## config.mk

```make
export PLATFORM = sky130hd
export DESIGN_NAME = seek_point_selector_unit_flat
export DESIGN_NICKNAME = d
export VERILOG_FILES = /design/src/sv/sps_pkg.sv /design/src/sv/sps_if.sv /design/src/sv/sps_front.sv /design/src/sv/sps_queue.sv /design/src/sv/sps_back.sv /design/src/sv/seek_point_selector_unit.sv /design/src/flat_wrapper.sv
export SDC_FILE = /design/constraint.sdc
export NUM_CORES = 1
export LEC_CHECK = 0
export ABC_AREA = 1
export BUFFER_PORTS_ARGS = -buffer_cell sky130_fd_sc_hd__buf_2
export CORE_MARGIN = 5
export CORE_UTILIZATION = 50
export CTS_CLUSTER_SIZE = 25
export DETAILED_ROUTE_END_ITERATION = 10
export PLACE_DENSITY = 0.68
export SYNTH_ARGS = -nofsm -noshare
export SYNTH_HDL_FRONTEND = slang
export SYNTH_SLANG_ARGS = --single-unit
```

## constraint.sdc

```tcl
create_clock -name clk_i -period 16.2 [get_ports clk_i]
set_clock_uncertainty 0.05 [all_clocks]
set_input_delay 0.81 -clock clk_i [delete_from_list [all_inputs] [get_ports clk_i]]
set_output_delay 0.81 -clock clk_i [all_outputs]
set_load 0.01 [all_outputs]
```

## src/sv/sps_pkg.sv

```systemverilog
package sps_pkg;

  // Field widths of the frame descriptor and the record word.
  localparam int unsigned SampleW  = 36;
  localparam int unsigned OffsetW  = 48;
  localparam int unsigned CountW   = 16;
  localparam int unsigned IndexW   = 20;
  localparam int unsigned StepW    = 36;
  localparam int unsigned TargetW  = 40;
  localparam int unsigned ByteW    = 8;
  localparam int unsigned PosW     = 5;

  // Record layout: 64-bit sample, 64-bit offset, 16-bit count, big-endian.
  localparam int unsigned FieldW   = 64;
  localparam int unsigned RecBytes = 18;
  localparam int unsigned RecW     = RecBytes * ByteW;
  localparam logic [PosW-1:0] RecLast = PosW'(RecBytes - 1);

  // Configuration port.
  localparam int unsigned CfgIdxW  = 4;
  localparam int unsigned CfgDataW = 36;

  typedef enum logic [CfgIdxW-1:0] {
    CfgSeekStep   = 4'd0,
    CfgPointCount = 4'd1
  } cfg_reg_e;

  // Queue between the selector and the serializer.
  localparam int unsigned QDepth = 2;
  localparam int unsigned QPtrW  = $clog2(QDepth);
  localparam int unsigned QCntW  = $clog2(QDepth + 1);

  typedef struct packed {
    logic [SampleW-1:0] sample;
    logic [OffsetW-1:0] offset;
    logic [CountW-1:0]  count;
    logic [IndexW-1:0]  index;
  } seek_point_t;

  // Handshake between a producer and a consumer of seek points.
  typedef struct packed {
    logic        valid;
    seek_point_t point;
  } point_push_t;

endpackage

```

## src/sv/sps_if.sv

```systemverilog
interface sps_frame_if;
  import sps_pkg::*;
  logic               valid;
  logic               ready;
  logic [SampleW-1:0] frame_first_sample;
  logic [OffsetW-1:0] frame_byte_offset;
  logic [CountW-1:0]  frame_samples;

  modport source (output valid, frame_first_sample, frame_byte_offset, frame_samples,
                  input ready);
  modport sink   (input valid, frame_first_sample, frame_byte_offset, frame_samples,
                  output ready);
endinterface

interface sps_byte_if;
  import sps_pkg::*;
  logic              valid;
  logic              ready;
  logic [ByteW-1:0]  out_byte;
  logic [PosW-1:0]   byte_position;
  logic [IndexW-1:0] point_index;
  logic              last_byte;

  modport source (output valid, out_byte, byte_position, point_index, last_byte,
                  input ready);
  modport sink   (input valid, out_byte, byte_position, point_index, last_byte,
                  output ready);
endinterface

interface sps_cfg_if;
  import sps_pkg::*;
  logic                valid;
  logic                ready;
  logic [CfgIdxW-1:0]  index;
  logic [CfgDataW-1:0] data;

  modport source (output valid, index, data, input ready);
  modport sink   (input valid, index, data, output ready);
endinterface

```

## src/sv/sps_front.sv

```systemverilog
module sps_front import sps_pkg::*; (
  input  logic          clk_i,
  input  logic          rst_ni,
  sps_cfg_if.sink       cfg_i,
  sps_frame_if.sink     frame_i,
  input  logic          push_ready_i,
  output point_push_t   push_o
);

  logic [StepW-1:0]   seek_step_q;
  logic [IndexW-1:0]  point_count_q;
  logic [IndexW-1:0]  emitted_q, emitted_d;
  logic [TargetW-1:0] target_q, target_d;
  logic               first_seen_q, first_seen_d;

  logic               accept;
  logic               chosen;
  logic [TargetW:0]   target_sum;

  assign cfg_i.ready   = 1'b1;
  assign frame_i.ready = push_ready_i;
  assign accept        = frame_i.valid && frame_i.ready;

  // A frame is chosen once the first frame has passed, while slots remain and
  // its first sample has reached the target.
  assign chosen = first_seen_q && (emitted_q < point_count_q) &&
                  ({{(TargetW-SampleW){1'b0}}, frame_i.frame_first_sample} >= target_q);

  assign target_sum = {1'b0, target_q} + {{(TargetW+1-StepW){1'b0}}, seek_step_q};

  always_comb begin
    emitted_d    = emitted_q;
    target_d     = target_q;
    first_seen_d = first_seen_q;
    if (accept) begin
      if (!first_seen_q) begin
        first_seen_d = 1'b1;
        target_d     = {{(TargetW-StepW){1'b0}}, seek_step_q};
      end else if (chosen) begin
        emitted_d = emitted_q + IndexW'(1);
        // The target saturates; a saturated target is beyond every sample.
        target_d  = target_sum[TargetW] ? {TargetW{1'b1}} : target_sum[TargetW-1:0];
      end
    end
  end

  always_comb begin
    push_o.valid        = accept && chosen;
    push_o.point.sample = frame_i.frame_first_sample;
    push_o.point.offset = frame_i.frame_byte_offset;
    push_o.point.count  = frame_i.frame_samples;
    push_o.point.index  = emitted_q;
  end

  always_ff @(posedge clk_i or negedge rst_ni) begin
    if (!rst_ni) begin
      seek_step_q   <= '0;
      point_count_q <= '0;
      emitted_q     <= '0;
      target_q      <= '0;
      first_seen_q  <= 1'b0;
    end else begin
      emitted_q    <= emitted_d;
      target_q     <= target_d;
      first_seen_q <= first_seen_d;
      if (cfg_i.valid && cfg_i.ready) begin
        unique case (cfg_i.index)
          CfgSeekStep:   seek_step_q   <= cfg_i.data[StepW-1:0];
          CfgPointCount: point_count_q <= cfg_i.data[IndexW-1:0];
          default: ;
        endcase
      end
    end
  end

endmodule

```

## src/sv/sps_queue.sv

```systemverilog
module sps_queue import sps_pkg::*; (
  input  logic        clk_i,
  input  logic        rst_ni,
  input  point_push_t push_i,
  output logic        push_ready_o,
  output point_push_t pop_o,
  input  logic        pop_ready_i
);

  seek_point_t       mem_q [QDepth];
  logic [QPtrW-1:0]  wr_ptr_q, rd_ptr_q;
  logic [QCntW-1:0]  count_q;
  logic              do_push, do_pop;

  assign push_ready_o = (count_q != QCntW'(QDepth));
  assign do_push      = push_i.valid && push_ready_o;
  assign pop_o.valid  = (count_q != '0);
  assign pop_o.point  = mem_q[rd_ptr_q];
  assign do_pop       = pop_o.valid && pop_ready_i;

  always_ff @(posedge clk_i) begin
    if (do_push) begin
      mem_q[wr_ptr_q] <= push_i.point;
    end
  end

  always_ff @(posedge clk_i or negedge rst_ni) begin
    if (!rst_ni) begin
      wr_ptr_q <= '0;
      rd_ptr_q <= '0;
      count_q  <= '0;
    end else begin
      if (do_push) begin
        wr_ptr_q <= (wr_ptr_q == QPtrW'(QDepth - 1)) ? '0 : wr_ptr_q + QPtrW'(1);
      end
      if (do_pop) begin
        rd_ptr_q <= (rd_ptr_q == QPtrW'(QDepth - 1)) ? '0 : rd_ptr_q + QPtrW'(1);
      end
      case ({do_push, do_pop})
        2'b10:   count_q <= count_q + QCntW'(1);
        2'b01:   count_q <= count_q - QCntW'(1);
        default: count_q <= count_q;
      endcase
    end
  end

endmodule

```

## src/sv/sps_back.sv

```systemverilog
module sps_back import sps_pkg::*; (
  input  logic        clk_i,
  input  logic        rst_ni,
  input  point_push_t pop_i,
  output logic        pop_ready_o,
  sps_byte_if.source  rec_o
);

  logic              busy_q;
  logic [PosW-1:0]   pos_q;
  logic [RecW-1:0]   rec_q;
  logic [IndexW-1:0] idx_q;
  logic              fire, last, do_pop;

  assign fire        = rec_o.valid && rec_o.ready;
  assign last        = (pos_q == RecLast);
  assign pop_ready_o = !busy_q || (fire && last);
  assign do_pop      = pop_i.valid && pop_ready_o;

  assign rec_o.valid         = busy_q;
  assign rec_o.out_byte      = rec_q[RecW-1 -: ByteW];
  assign rec_o.byte_position = pos_q;
  assign rec_o.point_index   = idx_q;
  assign rec_o.last_byte     = last;

  // The record sits in a shift register, most significant byte first.
  always_ff @(posedge clk_i) begin
    if (do_pop) begin
      rec_q <= {{(FieldW-SampleW){1'b0}}, pop_i.point.sample,
                {(FieldW-OffsetW){1'b0}}, pop_i.point.offset,
                pop_i.point.count};
      idx_q <= pop_i.point.index;
    end else if (fire) begin
      rec_q <= {rec_q[RecW-ByteW-1:0], {ByteW{1'b0}}};
    end
  end

  always_ff @(posedge clk_i or negedge rst_ni) begin
    if (!rst_ni) begin
      busy_q <= 1'b0;
      pos_q  <= '0;
    end else begin
      if (do_pop) begin
        busy_q <= 1'b1;
        pos_q  <= '0;
      end else if (fire) begin
        if (last) begin
          busy_q <= 1'b0;
        end
        pos_q <= pos_q + PosW'(1);
      end
    end
  end

endmodule

```

## src/sv/seek_point_selector_unit.sv

```systemverilog
// Channel   Dir  Handshake      Word
// cfg_i     in   valid/ready    index (0 seek step, 1 point count), data
// frame_i   in   valid/ready    first sample, byte offset, sample count of one frame
// rec_o     out  valid/ready    one record byte with its position, slot index, last flag
//
// A frame is accepted in any cycle in which the two-entry queue has room, so frames
// that are not chosen pass at one per cycle. Each chosen frame becomes 18 words, one
// per cycle from the byte serializer while rec_o is ready; that serializer sets the
// sustained rate, and consecutive records follow each other with no gap.
// Reset is asynchronous and active low; it clears the registers, the selection
// state and the queue. A stall on rec_o holds the current word and, once the queue
// is full, holds frame_i ready low; configuration writes are always taken.
module seek_point_selector_unit import sps_pkg::*; (
  input  logic       clk_i,
  input  logic       rst_ni,
  sps_cfg_if.sink    cfg_i,
  sps_frame_if.sink  frame_i,
  sps_byte_if.source rec_o
);

  // Front: decides per frame whether it becomes a seek point and tracks the
  // emitted count and the next target sample.
  point_push_t push;
  logic        push_ready;

  // Back: serializes queued seek points into big-endian record bytes.
  point_push_t pop;
  logic        pop_ready;

  sps_front u_front (
    .clk_i        (clk_i),
    .rst_ni       (rst_ni),
    .cfg_i        (cfg_i),
    .frame_i      (frame_i),
    .push_ready_i (push_ready),
    .push_o       (push)
  );

  // The queue decouples selection from serialization, so new frames are taken
  // while a record is still being sent.
  sps_queue u_queue (
    .clk_i        (clk_i),
    .rst_ni       (rst_ni),
    .push_i       (push),
    .push_ready_o (push_ready),
    .pop_o        (pop),
    .pop_ready_i  (pop_ready)
  );

  sps_back u_back (
    .clk_i       (clk_i),
    .rst_ni      (rst_ni),
    .pop_i       (pop),
    .pop_ready_o (pop_ready),
    .rec_o       (rec_o)
  );

endmodule

```

## src/flat_wrapper.sv

```systemverilog
// flat-port wrapper written by rule: the top's interface ports become plain ports
module seek_point_selector_unit_flat import sps_pkg::*;
  (clk_i, rst_ni, cfg_i_valid, cfg_i_index, cfg_i_data, cfg_i_ready, frame_i_valid, frame_i_frame_first_sample, frame_i_frame_byte_offset, frame_i_frame_samples, frame_i_ready, rec_o_valid, rec_o_out_byte, rec_o_byte_position, rec_o_point_index, rec_o_last_byte, rec_o_ready);
  sps_cfg_if cfg_i_i ();
  sps_frame_if frame_i_i ();
  sps_byte_if rec_o_i ();
  input  logic clk_i;
  input  logic rst_ni;
  input wire logic [$bits(cfg_i_i.valid)-1:0] cfg_i_valid;
  input wire logic [$bits(cfg_i_i.index)-1:0] cfg_i_index;
  input wire logic [$bits(cfg_i_i.data)-1:0] cfg_i_data;
  output wire logic [$bits(cfg_i_i.ready)-1:0] cfg_i_ready;
  input wire logic [$bits(frame_i_i.valid)-1:0] frame_i_valid;
  input wire logic [$bits(frame_i_i.frame_first_sample)-1:0] frame_i_frame_first_sample;
  input wire logic [$bits(frame_i_i.frame_byte_offset)-1:0] frame_i_frame_byte_offset;
  input wire logic [$bits(frame_i_i.frame_samples)-1:0] frame_i_frame_samples;
  output wire logic [$bits(frame_i_i.ready)-1:0] frame_i_ready;
  output wire logic [$bits(rec_o_i.valid)-1:0] rec_o_valid;
  output wire logic [$bits(rec_o_i.out_byte)-1:0] rec_o_out_byte;
  output wire logic [$bits(rec_o_i.byte_position)-1:0] rec_o_byte_position;
  output wire logic [$bits(rec_o_i.point_index)-1:0] rec_o_point_index;
  output wire logic [$bits(rec_o_i.last_byte)-1:0] rec_o_last_byte;
  input wire logic [$bits(rec_o_i.ready)-1:0] rec_o_ready;
  assign cfg_i_i.valid = cfg_i_valid;
  assign cfg_i_i.index = cfg_i_index;
  assign cfg_i_i.data = cfg_i_data;
  assign cfg_i_ready = cfg_i_i.ready;
  assign frame_i_i.valid = frame_i_valid;
  assign frame_i_i.frame_first_sample = frame_i_frame_first_sample;
  assign frame_i_i.frame_byte_offset = frame_i_frame_byte_offset;
  assign frame_i_i.frame_samples = frame_i_frame_samples;
  assign frame_i_ready = frame_i_i.ready;
  assign rec_o_valid = rec_o_i.valid;
  assign rec_o_out_byte = rec_o_i.out_byte;
  assign rec_o_byte_position = rec_o_i.byte_position;
  assign rec_o_point_index = rec_o_i.point_index;
  assign rec_o_last_byte = rec_o_i.last_byte;
  assign rec_o_i.ready = rec_o_ready;
  seek_point_selector_unit u_core (.clk_i(clk_i), .rst_ni(rst_ni), .cfg_i(cfg_i_i), .frame_i(frame_i_i), .rec_o(rec_o_i));
endmodule
```

### Word level (Yosys, flattened, before mapping)

Memories as Yosys holds them, arrays and structs flattened.
Index checks and enable logic that the tools add are counted.

* add/subtract/negate cells: 7
* order comparisons: 2
* equal/unequal tests: 6
* mux-type cells: 15
* reduce and logical (&&, ||, !) cells: 20

Operators by type and width (number)
* $mux W116: 2
* $mux W40: 3
* $add A40 B36 Y41: 1
* $ge A36 B40 Y1: 1
* $add A20 B1 Y20 const B: 1
* $lt A20 B20 Y1: 1
* $mux W5: 2
* $logic_and A1 B1 Y1: 8
* $reduce_and A2 Y1: 4
* $reduce_bool A2 Y1: 4
* $mux W1: 7
* $add A5 B1 Y5 const B: 1
* $eq A5 B5 Y1 const B: 1
* $eq A4 B1 Y1 const B: 1
* $logic_not A4 Y1: 1
* $pmux W2 S2: 1
* $reduce_and A3 Y1: 1
* $add A1 B1 Y1 const B: 2
* $add A2 B1 Y2 const B: 1
* $eq A2 B1 Y1 const B: 1
* $eq A2 B2 Y1 const B: 1
* $ne A2 B1 Y1 const B: 1
* $ne A2 B2 Y1 const B: 1
* $sub A2 B1 Y2 const B: 1
* other kinds (2): 2

* flip-flop bits (word level): 291
* memory bits (writable): 240
* bits of input ports: 145
* output and inout port bits: 37
* memories kept: 1

Memory list
* u_core.u_queue.mem_q: depth 2, bits a word 120, read ports 1, clocked after memory_dff 0, write ports 1, RTL line sps_queue.sv:10 `seek_point_t mem_q [QDepth];`

### Depth between registers and ports, before layout

Gate-level depths: netlist of run 1.

* depth in word-level cells: 7
* gate-level depth with buffers: 18
* depth with buffers taken out: 18

### Hierarchy

Synthesis of run 1 repeated with hierarchy kept, for this count alone.

* cells, all modules: 3180
* area total of the unflattened synthesis: 27445.1 um^2

Modules (own cells, without submodules)
* sps_front: times used 1, cells each 1541, area each 10397.5 um^2, seq. area each 2927.8 um^2
* sps_queue: times used 1, cells each 657, area each 8987.4 um^2, seq. area each 7307.0 um^2
* sps_back: times used 1, cells each 982, area each 8060.2 um^2, seq. area each 4634.4 um^2

### Worst setup path before layout of run 1

Ideal clock, no wire load.

* kind: in2reg
* start point: in frame_i_frame_first_sample[31]
* end point: mem u_core.u_queue.mem_q[0][0] (netlist bit) (enable)
* library setup time: 600 ps
* data arrival time: 7097 ps
* required time: 15550 ps
* path slack: 8452 ps
* stages on the path: 12
* buffers on the path: 1
* cells stage by stage: ha_1 > nand2_1 > nor2_1 > nand2_1 > nor2_1 > nand2_1 > nor2_1 > nand2_1 > nand4_2 > nand3_4 > buf_2 > nor2_1

* longest elaborated chain between the ends: 6

RTL lines
* from (decl): RTL line flat_wrapper.sv:14 `input wire logic [$bits(frame_i_i.frame_first_sample)-1:0] frame_i_frame_first_sample;`
* $ge A36 B40 Y1: RTL line sps_front.sv:27 `({{(TargetW-SampleW){1'b0}}, frame_i.frame_first_sample} >= target_q);`
* $logic_and A1 B1 Y1: RTL line sps_front.sv:26 `assign chosen = first_seen_q && (emitted_q < point_count_q) &&`
* $logic_and A1 B1 Y1: RTL line sps_front.sv:48 `push_o.valid = accept && chosen;`
* $logic_and A1 B1 Y1: RTL line sps_queue.sv:16 `assign do_push = push_i.valid && push_ready_o;`
* $mux W1: RTL line sps_queue.sv:22 `if (do_push) begin`
* $mux W1 (implied by the code): RTL line sps_queue.sv:23 `mem_q[wr_ptr_q] <= push_i.point;`
* to (decl): RTL line sps_queue.sv:10

Every way passes these cells.

### Final worst setup path of run 1

* start point: reg u_core.u_front.target_q[29]
* end point: mem u_core.u_queue.mem_q[1][112] (netlist bit) (enable)

* longest elaborated chain between the ends: 6

RTL lines
* from (decl): RTL line sps_front.sv:13 `logic [TargetW-1:0] target_q, target_d;`
* from (signal assigned): RTL line sps_front.sv:64 `target_q <= target_d;`
* $ge A36 B40 Y1: RTL line sps_front.sv:27
* $logic_and A1 B1 Y1: RTL line sps_front.sv:26
* $logic_and A1 B1 Y1: RTL line sps_front.sv:48
* $logic_and A1 B1 Y1: RTL line sps_queue.sv:16
* $mux W1: RTL line sps_queue.sv:22
* $mux W1 (implied by the code): RTL line sps_queue.sv:23

Every way passes these cells.

==> metrics, run 1 <==
Worst R2R End=u_core.u_queue.mem_q[1][112]; Final Cycle Share=0.286; post-synthesis cell type count=45; worst skew pair latency=0.60 ns; status=finished, final reports clean; nets=2941; Pleak=0.0123 µW; VDD IR max=99.5 µV; clock buffer count from CTS=54; WL final=63400 µm; fill count=4197; clock buffer depth=3; dominant register cell in the synthesized netlist=edfxtp_1; via count=18200; initial antenna violation count=5; Die Y=233 µm; Rows=81; Sink Count=531; Core Area=49100 µm²; GPL Wtd Cong=0.925; Max Slew Vio Count=0; first-pass GRT wire length=97800 µm; PostCTS Resize Cnt=0; Layout Cells excl Fill=3415; Pre-antenna DRT Iters=7; CTS tree=done; Worst Setup Start Kind=flop; Post-Syn Nets=2803; Initial Utilization=0.507; synthesized instance count=2562; synth-to-layout area growth=13.3%; dpl cells=3308; min Tclk post-route=4.64 ns; Clock Pin Slew Worst Setup and Hold Paths=0.06 ns; asr flop ratio synth=0.239; WS Path Type=flop to flop; cells on worst reg2reg path=14; most frequent cells in the layout=nand2_1, edfxtp_1, nor2_1, inv_1, nand3_1; GRT Total Usage=0.229; Max FO, Critical Path=69; die area=54300 µm²; Slew HR=0.238; root buf cell=clkbuf_16; Max Clock Freq=215 MHz; largest net degree at the start of global routing=105; Critical Path RT=16.36 ns; fraction of layout cells with a size suffix above 1=0.123; htree depth=2; RR Startpoint=u_core.u_front.target_q[29]; Mapped Area=24900 µm²; Worst-Margin Slew=1.14 ns; Power Density=136 nW/µm²; sequential area share after synthesis=0.598; synth warn=0; Pwr Total=3840 µW; Final Hold Fails=0; Arr. time, crit path=4.80 ns; Setup Buffers After CTS=0; # IOs=182; Worst Setup EP=u_core.u_queue.mem_q[1][112]; RSZ-0062 raised after global routing=no; Die W=233 µm; final setup fails=0; r2r setup slk=11.56 ns; Post-CTS Hold Fix Bufs=0; most common cell after layout, fill and taps aside=nand2_1; GRT Residual Overflow=0; Vias/cell=5.34; register bit total from synthesis=531; Syn Area/Cell=9.71 µm²; beginning of the critical path=u_core.u_front.target_q[29]; HPWL after DPL=43600 µm; drt first-iter violations=1389; vias in the first global route=17800; WL per Instance=18.6 µm; post-route ant nets=0; Hold Path Class=input port to asynchronous set/reset pin; DR DRC count=0; EDFF count, synth=360; maxcap violations=0; Setup TNS=0 ns; Worst setup EP type=flop; IO buf count=180
## metrics by stage
| step | hold slack, ns | setup WS, ns | util | instance area (µm²) |
|---|---|---|---|---|
| 6_report | 0.273 | 11.56 | 0.575 | 28200 |
| 3_3_place_gp | 0.398 | 11.06 | 0.535 | 26200 |
| 2_1_floorplan | 0.391 | 8.45 | - | 24900 |
| 5_1_grt | 0.326 | 11.25 | 0.575 | 28200 |
| 3_5_place_dp | 0.404 | 11.05 | 0.535 | 26200 |
| 4_1_cts | 0.289 | 11.50 | 0.574 | 28200 |
## synthesized netlist by cell type, types with 2 or more instances
cell type / count / area [µm²]
o21bai_1: 6 / 45.0
inv_2: 2 / 7.51
nor3_1: 12 / 60.1
a21oi_1: 113 / 566
buf_1: 7 / 26.3
xor2_1: 20 / 175
buf_6: 4 / 45.0
nor2_1: 303 / 1140
edfxtp_1: 360 / 10800
o31ai_1: 92 / 691
dfrtp_1: 127 / 3180
buf_4: 12 / 90.1
a21boi_0: 2 / 15.0
nand2_2: 3 / 18.8
mux2_2: 15 / 169
nand4_1: 21 / 131
clkbuf_1: 68 / 255
ha_1: 95 / 1190
nand2_1: 650 / 2440
nand3b_1: 7 / 52.6
inv_1: 230 / 863
o21ai_0: 63 / 315
or2_2: 17 / 106
xnor2_1: 18 / 158
a31oi_1: 4 / 25.0
nand3_1: 222 / 1110
clkinv_1: 2 / 7.51
dfxtp_1: 44 / 881
buf_2: 23 / 115
a21o_1: 4 / 30.0
o21a_1: 2 / 15.0
## worst max-delay path: stages (launching register included)
cell	delay [ns]
dfrtp_1	0.40
inv_1	0.07
ha_1	0.31
nand2_1	0.06
nor2_1	0.14
nand2_1	0.08
nor2_1	0.26
nand2_1	0.11
nor2_1	0.12
nand2_1	0.07
nand4_2	0.14
nand3_4	0.59
nor2_4	0.26
buf_4	0.63
buf_4	0.83
## layer usage
layer	part of all wire	vias to the layer above	global-route usage
met3	0.056	100	0.0329
met2	0.48	515	0.377
li1	-	8905	-
met5	0	-	0
met4	0.028	0	0.0705
met1	0.43	8711	0.317
## power breakdown
group          total [µW]  switching, µW  internal [µW]
Sequential           1850            134           1710
Clock                1320            528            795
Combinational         670            448            222
## how the worst min path moves through the flow
stage / from / endpoint / slack, ns / depth (start not counted)
4_1_cts: rst_ni / u_core.u_front.emitted_q[8] / 0.29 / 1
6_report: rst_ni / u_core.u_front.emitted_q[8] / 0.27 / 1
5_1_grt: frame_i_frame_samples[1] / u_core.u_queue.mem_q[0][21] / 0.33 / 1
3_5_place_dp: u_core.u_back.rec_q[135] / u_core.u_back.rec_q[135] / 0.40 / 2
2_1_floorplan: u_core.u_back.rec_q[124] / u_core.u_back.rec_q[124] / 0.39 / 2
3_3_place_gp: u_core.u_back.rec_q[140] / u_core.u_back.rec_q[140] / 0.40 / 2
## sequential cells by signal, indices dropped and copies added (netlist names)
register,count
u_core.u_queue.wr_ptr_q,1
u_core.u_back.rec_o.valid,1
u_core.u_queue.mem_q,240
u_core.u_back.rec_o.point_index,20
u_core.u_front.target_q,40
u_core.u_queue.rd_ptr_q,1
u_core.u_front.first_seen_q,1
u_core.u_queue.count_q,2
u_core.u_front.seek_step_q,36
u_core.u_front.emitted_q,20
u_core.u_front.point_count_q,20
u_core.u_back.rec_o.byte_position,5
u_core.u_back.rec_q,144
## cell type report
type	count	area, µm²	share of cell area
well taps	664	831	0.0295
repair buffers	196	1020	0.0363
multi-input cells	1683	8620	0.306
clock buffers	73	1610	0.0571
diodes	6	15.0	0.000533
inverters	234	886	0.0314
flip-flops and latches	531	14900	0.528
clock inverters	28	325	0.0115
## kinds of logic after synthesis
kind of cell             Yosys count  share of synthesized area
other                              1                   0.000151
XOR/XNOR                          38                     0.0134
AND/OR/NAND/NOR                 1242                      0.206
adder cells (fa/ha/maj)           96                     0.0486
AO/OA/AOI/OAI                    291                     0.0705
multiplexers                      15                    0.00679
flip-flops                       531                      0.598
buffers and inverters            348                     0.0567
No activity file was read; power rests on OpenSTA's default activity.
==> run 2: changes to the inputs <==
- PLACE_DENSITY: 0.68 -> 0.71
- clock period: 16.2 -> 3.7 ns (I/O delays scaled with it)
==> metrics, run 2 (synthesis gave the netlist of run 1 again) <==
status=finished, final reports clean; largest net degree at the start of global routing=137 (+30%); maxcap violations=0 (unchanged); PostCTS Resize Cnt=0 (unchanged); IO buf count=180 (unchanged); synth-to-layout area growth=19.7%; Worst setup EP type=flop; clock buffer depth=3 (unchanged); WL final=65300 µm (+3.1%); Sink Count=531 (unchanged); Clock Pin Slew Worst Setup and Hold Paths=0.06 ns (about the same); sw power=4920 µW (+340%); Initial Utilization=0.507 (unchanged); htree depth=2 (unchanged); WS Path Type=flop to flop; nets=3093 (+5.2%); Slew HR=0.136 (-0.103); drt first-iter violations=1478 (+6.4%); Die Y=233 µm (unchanged); most frequent CP cell=nand2_1; Largest stage delay, worst path=0.59 ns (-0.24 ns); final core utilization=0.607 (+0.0327); Max FO, Critical Path=29 (-58%); Core Area=49100 µm² (unchanged); RSZ-0062 raised after global routing=no; root buf cell=clkbuf_16; first-pass GRT wire length=102000 µm (+3.9%); clock buffer count from CTS=53 (-1.9%); fraction of layout cells with a size suffix above 1=0.121 (-0.00232); Sequential Power Share=0.469 (-0.012); Final Cycle Share=0.907 (+0.621); Internal Power=12100 µW (+340%); GPL Wtd Cong=0.917 (-0.79%); Arr. time, crit path=3.60 ns (-1.20 ns); via count=18900 (+3.6%); Setup Buffers After CTS=0 (unchanged); Slowest-stage cell, CP=nor2_4; final setup fails=0 (unchanged); max reg flops=240 (unchanged); Hold Path Class=input port to flop; vias in the first global route=18400 (+3.9%); CTS tree=done; Reg with most FFs=u_core.u_queue.mem_q; min Tclk post-route=3.36 ns (-1.28 ns); critical path cell sequence=inv_1 -> ha_1 -> nand2_1 -> nor2_1 -> nand2_1 -> nor2_1 -> nand2_1 -> nor2_1 -> nand2_1 -> nand4_2 -> nand3_4 -> nor2_4 -> buf_12; Final Hold Fails=0 (unchanged); biggest regs=u_core.u_queue.mem_q x240, u_core.u_back.rec_q x144, u_core.u_front.target_q x40; r2r setup slk=0.34 ns (-11.22 ns); cells on worst reg2reg path=13 (-1); HPWL after DPL=44800 µm (+2.9%); GRT Total Usage=0.237 (+0.00781); Worst Hold Depth=6; most common cell after layout, fill and taps aside=nand2_1; post-route ant nets=0 (unchanged); GRT Residual Overflow=0 (unchanged); # IOs=182 (unchanged); Pre-antenna DRT Iters=6 (-1); WL per Instance=18.3 µm (-1.1%); Max Clock Freq=298 MHz (+38%); n_diodes=0 (-6); Power Density=570 nW/µm² (+320%); Die W=233 µm (unchanged); Critical Path RT=3.94 ns (-12.42 ns); Setup TNS=0 ns (unchanged); clock share of power=0.341 (-0.004); proportion of power drawn by combinational gates=0.190 (+0.016); Rows=81 (unchanged); Vias/cell=5.31 (-0.62%); VDD IR max=373 µV (+270%); worst skew pair latency=0.61 ns (about the same); Max Slew Vio Count=0 (unchanged); Pleak=0.0130 µW (+5.3%); Worst-Margin Slew=1.29 ns (+0.153 ns); most frequent cells in the layout=nand2_1, edfxtp_1, nor2_1, inv_1, nand3_1; die area=54300 µm² (unchanged); Worst Setup Start Kind=flop; Sw Share=0.289 (+0.000546); initial antenna violation count=2 (-3); DR DRC count=0 (unchanged)
==> run 2: changes by cell type in the layout (fill, tap and decap cells not counted), moves of 5 or more <==
cell / change
dlygate4sd3_1: +138
diode_2: -6
clkinv_2: -5
clkbuf_16: -6
clkbuf_1: +5
buf_12: +11
==> run 2: what timing repair did <==
item                                    in CTS  in global routing
endpoints found under the setup margin       0                  0
hold buffers                               138                  0
endpoints found under the hold margin      310                  0
==> run 2: critical path, delay by kind of cell (launching register included) <==
kind	cells	cell delay [ns]
buffers and inverters	2	0.33
and+or+nand+nor	10	1.94
adders and majority gates	1	0.29
DFF	1	0.39
==> run 2: cell type report <==
cell class                 instances  area, µm²
fill                            4120      19300
tap                              664        831
inverter                         234        886
multi-input combinational       1683       8620
clock buffer                      68       1420
timing repair buffer             349       2660
sequential                       531      14900
clock inverter                    32        500
==> run 2: through the flow <==
step	total power, µW	instances	setup slack [ns]	hold WS (ns)	cell area (µm²)
floorplan	10100	2562	-0.179	-0.161	24900
global placement	11100	3323	0.449	0.252	26500
global route	17800	3561	0.254	0.168	29800
finish	17000	3561	0.343	0.120	29800
CTS	17100	3561	0.348	0.0877	29800
detailed placement	11200	3323	0.391	0.255	26500
==> run 2: power by group through the flow <==
stage,sequential (µW),clock (µW),combinational [µW]
after floorplan,7960,0,2110
after global placement,8070,0,3040
after detailed placement,8090,0,3100
after CTS,7980,5890,3240
after global routing,8060,6140,3620
final,7970,5790,3220
==> run 2: path summary, 6_finish.rpt <==
| check | start | end |
|---|---|---|
| setup / recovery | u_core.u_front.target_q[31] | u_core.u_queue.mem_q[1][110] |
| setup reg to reg | u_core.u_front.target_q[31] | u_core.u_queue.mem_q[1][110] |
| min in group asynchronous | rst_ni | u_core.u_front.emitted_q[8] |
| max in group asynchronous | rst_ni | u_core.u_front.emitted_q[0] |
| hold reg to reg | u_core.u_back.rec_q[129] | u_core.u_back.rec_q[129] |
| hold / removal | rec_o_ready | u_core.u_back.rec_o.byte_position[0] |
==> run 2: metal layers <==
layer,GRT usage,vias to the layer above,wire length (µm)
met2,0.390,573,31200
met4,0.0757,0,2000
met3,0.0270,107,3540
li1,-,9195,-
met1,0.331,9018,28600
met5,0,-,0
==> run 3: changes to the inputs <==
- BUFFER_PORTS_ARGS: -buffer_cell sky130_fd_sc_hd__buf_2 -> unset
- CORE_UTILIZATION: 50 -> 55
- DONT_BUFFER_PORTS: unset -> 1
- PLACE_DENSITY: 0.71 -> 0.73
==> metrics, run 3 (synthesis gave the netlist of run 1 again) <==
Max FO, Critical Path=42 (+45%); biggest regs=u_core.u_queue.mem_q x240, u_core.u_back.rec_q x144, u_core.u_front.target_q x40; final setup fails=0 (unchanged); most frequent cells in the layout=nand2_1, edfxtp_1, nor2_1, inv_1, nand3_1; via count=18400 (-2.7%); IO buf count=0 (-100%); maxcap violations=0 (unchanged); first-pass GRT wire length=104000 µm (+2.6%); clock share of power=0.334 (-0.007); clock buffer count from CTS=53 (unchanged); worst skew pair latency=0.61 ns (about the same); Sw Share=0.296 (+0.00687); drt first-iter violations=1763 (+19%); Layout Cells excl Fill=3314 (-6.9%); Critical Path RT=4.13 ns (+0.19 ns); worst hold margin=0.0346 ns (-0.0856 ns); status=finished, final reports clean; min Tclk post-route=3.24 ns (-0.122 ns); Core Area=45100 µm² (-8.1%); WL per Instance=20.0 µm (+8.9%); Die W=223 µm (-4.5%); Pleak=0.0122 µW (-6.1%); Setup Buffers After CTS=0 (unchanged); root buf cell=clkbuf_16; initial antenna violation count=2 (unchanged); CTS tree=done; VDD IR max=561 µV (+50%); proportion of power drawn by combinational gates=0.178 (-0.012); Worst Setup Start Kind=flop; WS Path Type=flop to flop; Worst setup EP type=flop; Max Slew Vio Count=0 (unchanged); Final Hold Fails=0 (unchanged); Rows=78 (-3.7%); Setup TNS=0 ns (unchanged); Max Clock Freq=309 MHz (+3.8%); sw power=4910 µW (about the same); most common cell after layout, fill and taps aside=nand2_1; GRT Residual Overflow=0 (unchanged); Die Y=223 µm (-4.5%); Sequential Power Share=0.488 (+0.019); Hold Path Class=input port to flop; Worst-Margin Slew=1.06 ns (-0.232 ns); synth-to-layout area growth=15.1%; Reg with most FFs=u_core.u_queue.mem_q; Vias/cell=5.55 (+4.5%); WL final=66200 µm (+1.4%); HPWL after DPL=44400 µm (-0.90%); nets=2909 (-5.9%); GPL Wtd Cong=0.942 (+2.7%); post-route ant nets=0 (unchanged); max reg flops=240 (unchanged); vias in the first global route=18400 (-0.22%); Initial Utilization=0.552 (+0.0446); clock buffer depth=3 (unchanged); Final Cycle Share=0.874 (-0.0329); Slew HR=0.293 (+0.157); Internal Power=11700 µW (-3.3%); die area=49600 µm² (-8.7%); fraction of layout cells with a size suffix above 1=0.0616 (-0.0593); DR DRC count=0 (unchanged); final worst setup slack=0.465 ns (+0.122 ns); Pre-antenna DRT Iters=6 (unchanged); Power Density=579 nW/µm² (+1.5%); GRT Total Usage=0.263 (+0.0269); largest net degree at the start of global routing=197 (+44%); DP Worst Slack=0.479 ns (+0.0884 ns); # IOs=182 (unchanged); Sink Count=531 (unchanged); RSZ-0062 raised after global routing=no; Arr. time, crit path=3.67 ns (+0.07 ns); dpl cells=3074 (-7.5%); htree depth=2 (unchanged); Clock Pin Slew Worst Setup and Hold Paths=0.06 ns (about the same)
run 3: cell types whose count changed in the layout (fill, tap and decap cells not counted), moves of 2 or more:
cell / delta
buf_12: -5
buf_2: -179
bufinv_16: -6
clkbuf_16: +2
clkbuf_8: +4
clkinv_1: -2
clkinv_16: -2
clkinvlp_4: +3
inv_6: -2
run 3: power by group through the flow:
stage          combinational (µW)  sequential (µW)  clock [µW]
2_1_floorplan                2110             7960           0
3_3_place_gp                 2710             8180           0
3_5_place_dp                 2770             8210           0
4_1_cts                      2970             8100        5610
5_1_grt                      3310             8190        5890
6_report                     2950             8100        5540
run 3: per-layer routing:
metal,vias to the layer above,GRT usage,routed length (µm)
met3,127,0.0498,4590
met4,2,0.0824,2030
met5,-,0,13
met2,611,0.440,32200
met1,8829,0.353,27300
li1,8811,-,-
run 3: metrics by stage:
step | total power, µW | util | area (µm²)
finish | 16600 | 0.635 | 28600
global route | 17400 | 0.635 | 28600
CTS | 16700 | 0.635 | 28600
detailed placement | 11000 | 0.563 | 25400
global placement | 10900 | 0.563 | 25400
floorplan | 10100 | - | 24900
run 3: critical path: stages, from the launching register on:
cell,delay [ns]
dfrtp_1,0.39
inv_1,0.06
ha_1,0.29
a21oi_1,0.15
nand2_1,0.09
nand2_1,0.07
nand2_1,0.07
a21oi_1,0.27
nand4_2,0.22
nand3_4,0.19
buf_4,0.47
clkinv_1,0.47
nand3b_1,0.21
nand2_1,0.07
run 3: area by class of cell:
| cell class | count | area [µm²] |
|---|---|---|
| Fill cell | 3654 | 16500 |
| Timing Repair Buffer | 165 | 1680 |
| Sequential cell | 531 | 14900 |
| Inverter | 234 | 886 |
| Antenna cell | 1 | 2.50 |
| Tap cell | 600 | 751 |
| Clock buffer | 75 | 1530 |
| Multi-Input combinational cell | 1683 | 8620 |
| Clock inverter | 25 | 292 |
run 3: final timing paths:
check                                             from                               end  slack (ns)  cells past startpoint
max                        u_core.u_front.target_q[27]      u_core.u_front.emitted_q[10]        0.46                     13
min                                     cfg_i_index[0]  u_core.u_front.point_count_q[12]        0.03                      4
max reg2reg                u_core.u_front.target_q[27]      u_core.u_front.emitted_q[10]        0.46                     13
min reg2reg                   u_core.u_back.rec_q[124]          u_core.u_back.rec_q[124]        0.41                      2
max in group asynchronous                       rst_ni  u_core.u_front.point_count_q[12]        2.84                      2
min in group asynchronous                       rst_ni      u_core.u_front.emitted_q[18]        0.15                      2
run 3: what timing repair did:
item,4_1_cts,5_1_grt
hold buffers,139,0
gates resized for setup,0,0
hold endpoints to repair,388,0
